==> src/hdl/tun_pkg.sv <==
// Shared widths, constants and types of the triangle normal pipeline.
`default_nettype none

package tun_pkg;

  // Field and datapath widths
  localparam int IN_W     = 16;  // vertex coordinate, Q12.4
  localparam int DIFF_W   = 17;  // side vector component, Q13.4
  localparam int PROD_W   = 34;  // partial product of two side components
  localparam int CROSS_W  = 35;  // cross product component, signed
  localparam int MAG_W    = 33;  // magnitude of a cross product component
  localparam int POS_W    = 6;   // leading-one position of a magnitude
  localparam int NORM_POS = 29;  // leading one of the largest magnitude lands here
  localparam int NRM_W    = 30;  // normalized magnitude
  localparam int SQR_W    = 60;  // square of a normalized magnitude
  localparam int SQ_W     = 62;  // sum of squares
  localparam int ROOT_W   = 31;  // integer square root
  localparam int REM_W    = 32;  // square root partial remainder
  localparam int DIV_W    = 32;  // divisor and partial remainder of the divider
  localparam int QUO_W    = 15;  // quotient magnitude, up to 1.0 in Q1.14
  localparam int OUT_W    = 16;  // normal component, Q1.14

  // Pipeline depth of each unit
  localparam int CROSS_LAT = 3;
  localparam int SCALE_LAT = 5;
  localparam int SQRT_LAT  = ROOT_W;
  localparam int DIV_LAT   = QUO_W + 1;
  localparam int OUT_LAT   = 1;

  // One vertex
  typedef struct packed {
    logic signed [IN_W-1:0] x;
    logic signed [IN_W-1:0] y;
    logic signed [IN_W-1:0] z;
  } tun_vert_t;

  // Exact cross product
  typedef struct packed {
    logic signed [CROSS_W-1:0] x;
    logic signed [CROSS_W-1:0] y;
    logic signed [CROSS_W-1:0] z;
  } tun_cross_t;

  // Per-request flags carried to the output
  typedef struct packed {
    logic       degen;
    logic [2:0] neg;
  } tun_flag_t;

  // Data carried alongside the square root
  typedef struct packed {
    tun_flag_t             flag;
    logic [2:0][NRM_W-1:0] mag;
  } tun_side_t;

endpackage

`default_nettype wire

==> src/hdl/tun_sqrt.sv <==
// Pipelined integer square root, one result bit per register stage.
`default_nettype none

module tun_sqrt (
  input  logic                      clk,
  input  logic                      rst_n,
  input  logic                      vld_i,
  input  logic [tun_pkg::SQ_W-1:0]   s_i,
  input  tun_pkg::tun_side_t        side_i,
  output logic                      vld_o,
  output logic [tun_pkg::ROOT_W-1:0] root_o,
  output tun_pkg::tun_side_t        side_o
);
  import tun_pkg::*;

  // Stage k reads index k and drives index k+1
  logic [ROOT_W-1:0] root_p [SQRT_LAT+1];
  logic [REM_W-1:0]  rem_p  [SQRT_LAT+1];
  logic [SQ_W-1:0]   s_p    [SQRT_LAT+1];
  tun_side_t         side_p [SQRT_LAT+1];
  logic [SQRT_LAT:0] vld_p;

  assign root_p[0] = '0;
  assign rem_p[0]  = '0;
  assign s_p[0]    = s_i;
  assign side_p[0] = side_i;
  assign vld_p[0]  = vld_i;

  for (genvar k = 0; k < SQRT_LAT; k++) begin : g_step
    logic [REM_W+1:0]  rem_sh;
    logic [REM_W+1:0]  trial;
    logic [REM_W+1:0]  diff;
    logic              ge;
    logic [ROOT_W-1:0] root_r;
    logic [REM_W-1:0]  rem_r;
    logic [SQ_W-1:0]   s_r;
    tun_side_t         side_r;
    logic              vld_r;

    // Bring down the next two bits and try a one in this root position
    assign rem_sh = {rem_p[k], s_p[k][SQ_W-1 -: 2]};
    assign trial  = {1'b0, root_p[k], 2'b01};
    assign ge     = (rem_sh >= trial);
    assign diff   = rem_sh - trial;

    always_ff @(posedge clk) begin
      if (!rst_n) begin
        vld_r <= 1'b0;
      end else begin
        vld_r <= vld_p[k];
      end
    end

    always_ff @(posedge clk) begin
      rem_r  <= ge ? diff[REM_W-1:0] : rem_sh[REM_W-1:0];
      root_r <= {root_p[k][ROOT_W-2:0], ge};
      s_r    <= {s_p[k][SQ_W-3:0], 2'b00};
      side_r <= side_p[k];
    end

    assign root_p[k+1] = root_r;
    assign rem_p[k+1]  = rem_r;
    assign s_p[k+1]    = s_r;
    assign side_p[k+1] = side_r;
    assign vld_p[k+1]  = vld_r;
  end

  assign vld_o  = vld_p[SQRT_LAT];
  assign root_o = root_p[SQRT_LAT];
  assign side_o = side_p[SQRT_LAT];

endmodule

`default_nettype wire

==> config.mk <==
export PLATFORM = sky130hd
export DESIGN_NAME = tun_sqrt
export DESIGN_NICKNAME = d
export VERILOG_FILES = /design/src/hdl/tun_pkg.sv /design/src/hdl/tun_sqrt.sv
export SDC_FILE = /design/constraint.sdc
export NUM_CORES = 2
export LEC_CHECK = 0
export BUFFER_PORTS_ARGS = -buffer_cell sky130_fd_sc_hd__buf_4
export CAP_MARGIN = 20
export CORE_MARGIN = 3
export CORE_UTILIZATION = 60
export CTS_CLUSTER_SIZE = 20
export DETAILED_ROUTE_END_ITERATION = 10
export PLACE_DENSITY = 0.77
export SYNTH_ARGS = -nofsm -noshare
export SYNTH_HDL_FRONTEND = slang
export SYNTH_SLANG_ARGS = --single-unit
==> constraint.sdc <==
create_clock -name clk -period 3.9 [get_ports clk]
set_input_delay 0.39 -clock clk [delete_from_list [all_inputs] [get_ports clk]]
set_output_delay 0.39 -clock clk [all_outputs]
set_load 0.005 [all_outputs]
==> flow_summary.yaml <==
run_status:
  status: "finished clean"
detailed_routing:
  ant_nets: 0
  vias: 79900
  viasPerCell: 5.06
  wire_per_inst_um: 17.9
  drc: 0
  routed_wl_mm: 283
  drt_iter0_drc: 4559
  first_pass_iters: 6
sta:
  finalSetupViolCount: 0
  finClkSkew_ns: 0.0847
  max_slew.worst_pin.slew_ns: 0.869
  max_freq_mhz: 276
  finalCritPeriodShare: 0.929
  tns_ns: 0
  min_period_ns: 3.62
  rsz0062_at_grt: "no"
  slew-limit-headroom: 0.419
  hold_viol_final: 0
  slew_viol_final: 0
setup_path:
  crit_type: "flip-flop to flip-flop"
  crit_chain: "inv_1, ha_1, a21oi_1, nor3b_1, a21oi_1, o31a_1, o2111ai_1, nand3b_1, a31oi_4, buf_4, o21ai_0"
  worstPathBufferInverterCount: 2
  critical_path.max_stage_delay_ns: 0.41
  crit_required_ns: 4.69
  cp-end-kind: "flip-flop"
  crit_top_cell: "a21oi_1"
  cp_slowest_cell: "nor3b_1"
  startpoint_type: "flip-flop"
  cpLargestDelayFamily: "compound AO/OA/AOI/OAI gates"
  cp.arrival_ns: 4.41
  cp_max_fo: 35
cts:
  cts_buffers: 470
  worstSkewPairLatency_ns: 0.98
  clock_sinks: 5285
  clk_pin_slew_ns: 0.07
  cts_tree: "yes"
  clockBufferDepth: 4
  root_buffer: "clkbuf_16"
  post_cts_buffers: 0
  htreeDepth: 5
floorplan:
  placementRows: 179
  ioPinCount: 285
  start_util: 0.605
  die_area_sq_mm: 0.246
  die_w_um: 496
  core_sq_mm: 0.238
  die-height_um: 496
yosys:
  synthTopCellsByArea: "dfxtp_1, ha_1, xor2_1, xnor2_1, o21ai_0"
  synth_top_cell_area_share: 0.734
  synthFlopType: "dfxtp_1"
  syn_area_per_cell_sq_um: 12.7
  synth.distinct_cells: 103
  synth_area_sq_mm: 0.144
  syn_nets: 12000
  synth-edff-count: 0
  yosysMostFrequentCell: "dfxtp_1"
  ys_warn_count: 0
  netlist.top_cell.by_area: "dfxtp_1"
  async_flop_share: 0
  synth-seq-cells: 5285
  yosys-top-cells-count: "dfxtp_1, inv_1, nand2_1, ha_1, o21ai_0"
  seq_area_frac_synth: 0.734
  syn_inst: 11300
pwr:
  p_per_area_mw_per_mm2: 715
  p_leak_nw: 76.1
  peakVddDrop_uv: 603
layout:
  area_growth_pct: 16.8
  post-route-util: 0.707
  final_nets: 12900
  drive_above_1_share: 0.0985
  filler_cell_count: 15700
place:
  port_buffers: 284
  hpwl_mm: 180
  routabilityCongestion: 0.883
global_routing:
  antenna_found_initial: 11
  use_met1: 0.266
  grt_pass1_vias: 83900
  use_met3: 0.0307
  grt_max_degree: 60
  gr-max-usage-layer: "met2"
  grt_remaining_overflow: 0
  grt.total_usage: 0.228
  grt_pass1_wl_mm: 449
  gr-usage-met2: 0.428
hold_path:
  hold_path_class: "primary input to flip-flop"
job:
  drv_cap: 0
## cell type report
type | instances | area (sq um) | share of cell area
sequential | 5285 | 106000 | 0.628
multi-input combinational | 5243 | 35300 | 0.210
clock buffer | 660 | 13500 | 0.0799
timing repair buffer | 597 | 5150 | 0.0306
tap | 3167 | 3960 | 0.0235
inverter | 658 | 2470 | 0.0147
clock inverter | 182 | 2260 | 0.0134
antenna | 1 | 2.50 | 0.0000149
## sequential cells by signal, summed over array words and instances, names as in the netlist
name and cells:
g_step.vld_r 30, vld_o 1, side_o 94, g_step.root_r 465, g_step.s_r 930, root_o 31, g_step.rem_r 914, g_step.side_r 2820
## through the flow
step	std cells	power [mW]	hold slack (ns)	instance area (sq um)	setup WS, ns
floorplan	11300	70.8	0.310	144000	0.811
global placement	14700	74.5	0.310	150000	0.399
detailed placement	14700	74.9	0.312	150000	0.300
CTS	15800	121	0.00142	168000	0.170
global route	15800	125	0.00818	168000	0.0396
finish	15800	120	0.0581	168000	0.278
## path summary, 6_finish.rpt
kind / start / endpoint / slack (ns) / cells after the start
worst min-delay path: s_i[47] / g_step[0].s_r[49] / 0.06 / 2
worst min register to register: g_step[4].side_r[6] / g_step[5].side_r[6] / 0.25 / 0
worst max-delay path: g_step[18].root_r[2] / g_step[19].rem_r[2] / 0.28 / 11
worst max register to register: g_step[18].root_r[2] / g_step[19].rem_r[2] / 0.28 / 11
## layer usage
| metal | vias up | share of wire |
|---|---|---|
| met5 | - | 0.000046 |
| met1 | 37800 | 0.40 |
| met4 | 2 | 0.033 |
| li1 | 39500 | - |
| met2 | 1898 | 0.53 |
| met3 | 660 | 0.037 |
## power breakdown
part | switching [mW] | leakage, nW | internal [mW] | total [mW]
sequential | 3.60 | 44.4 | 59.6 | 63.2
clock | 19.7 | 7.70 | 26.7 | 46.4
combinational | 6.02 | 24.0 | 4.90 | 10.9
## kinds of logic after synthesis
logic type / share of synthesized area
DFF: 0.734
and+or+nand+nor: 0.0752
AOI/OAI and AO/OA: 0.0726
buffers and inverters: 0.0217
xor gates and xnor gates: 0.0458
adders and majority gates: 0.0458
muxes: 0.00466
other: 0.0000260
## timing repair
item	in CTS	in global routing
setup endpoints to repair	0	19
hold buffers	232	0
hold endpoints to repair	188	0
gates resized for setup	0	4
## cells in the final DEF, fill, tap and decap left out, types with 60 or more instances in the layout
master         netlist  layout
a21o_1             212     212
a21oi_1            478     478
and2_1              60      60
buf_4                1     358
clkbuf_1           130      93
clkbuf_16            0     471
clkbuf_8             0      96
clkinv_2             0      82
dfxtp_1           5285    5285
dlygate4sd3_1        0     232
ha_1               528     528
inv_1              654     654
nand2_1            646     646
nand2b_1           113     113
nand3_1            131     131
nand4_1             83      83
nor2_1             483     483
nor2b_1             73      73
nor3_1             198     197
nor4_1              96      96
o21a_1              88      88
o21ai_0            498     497
o31ai_1             68      68
or3_1               92      92
xnor2_1            341     341
xor2_1             412     412
(Power assumes the default switching activity.)
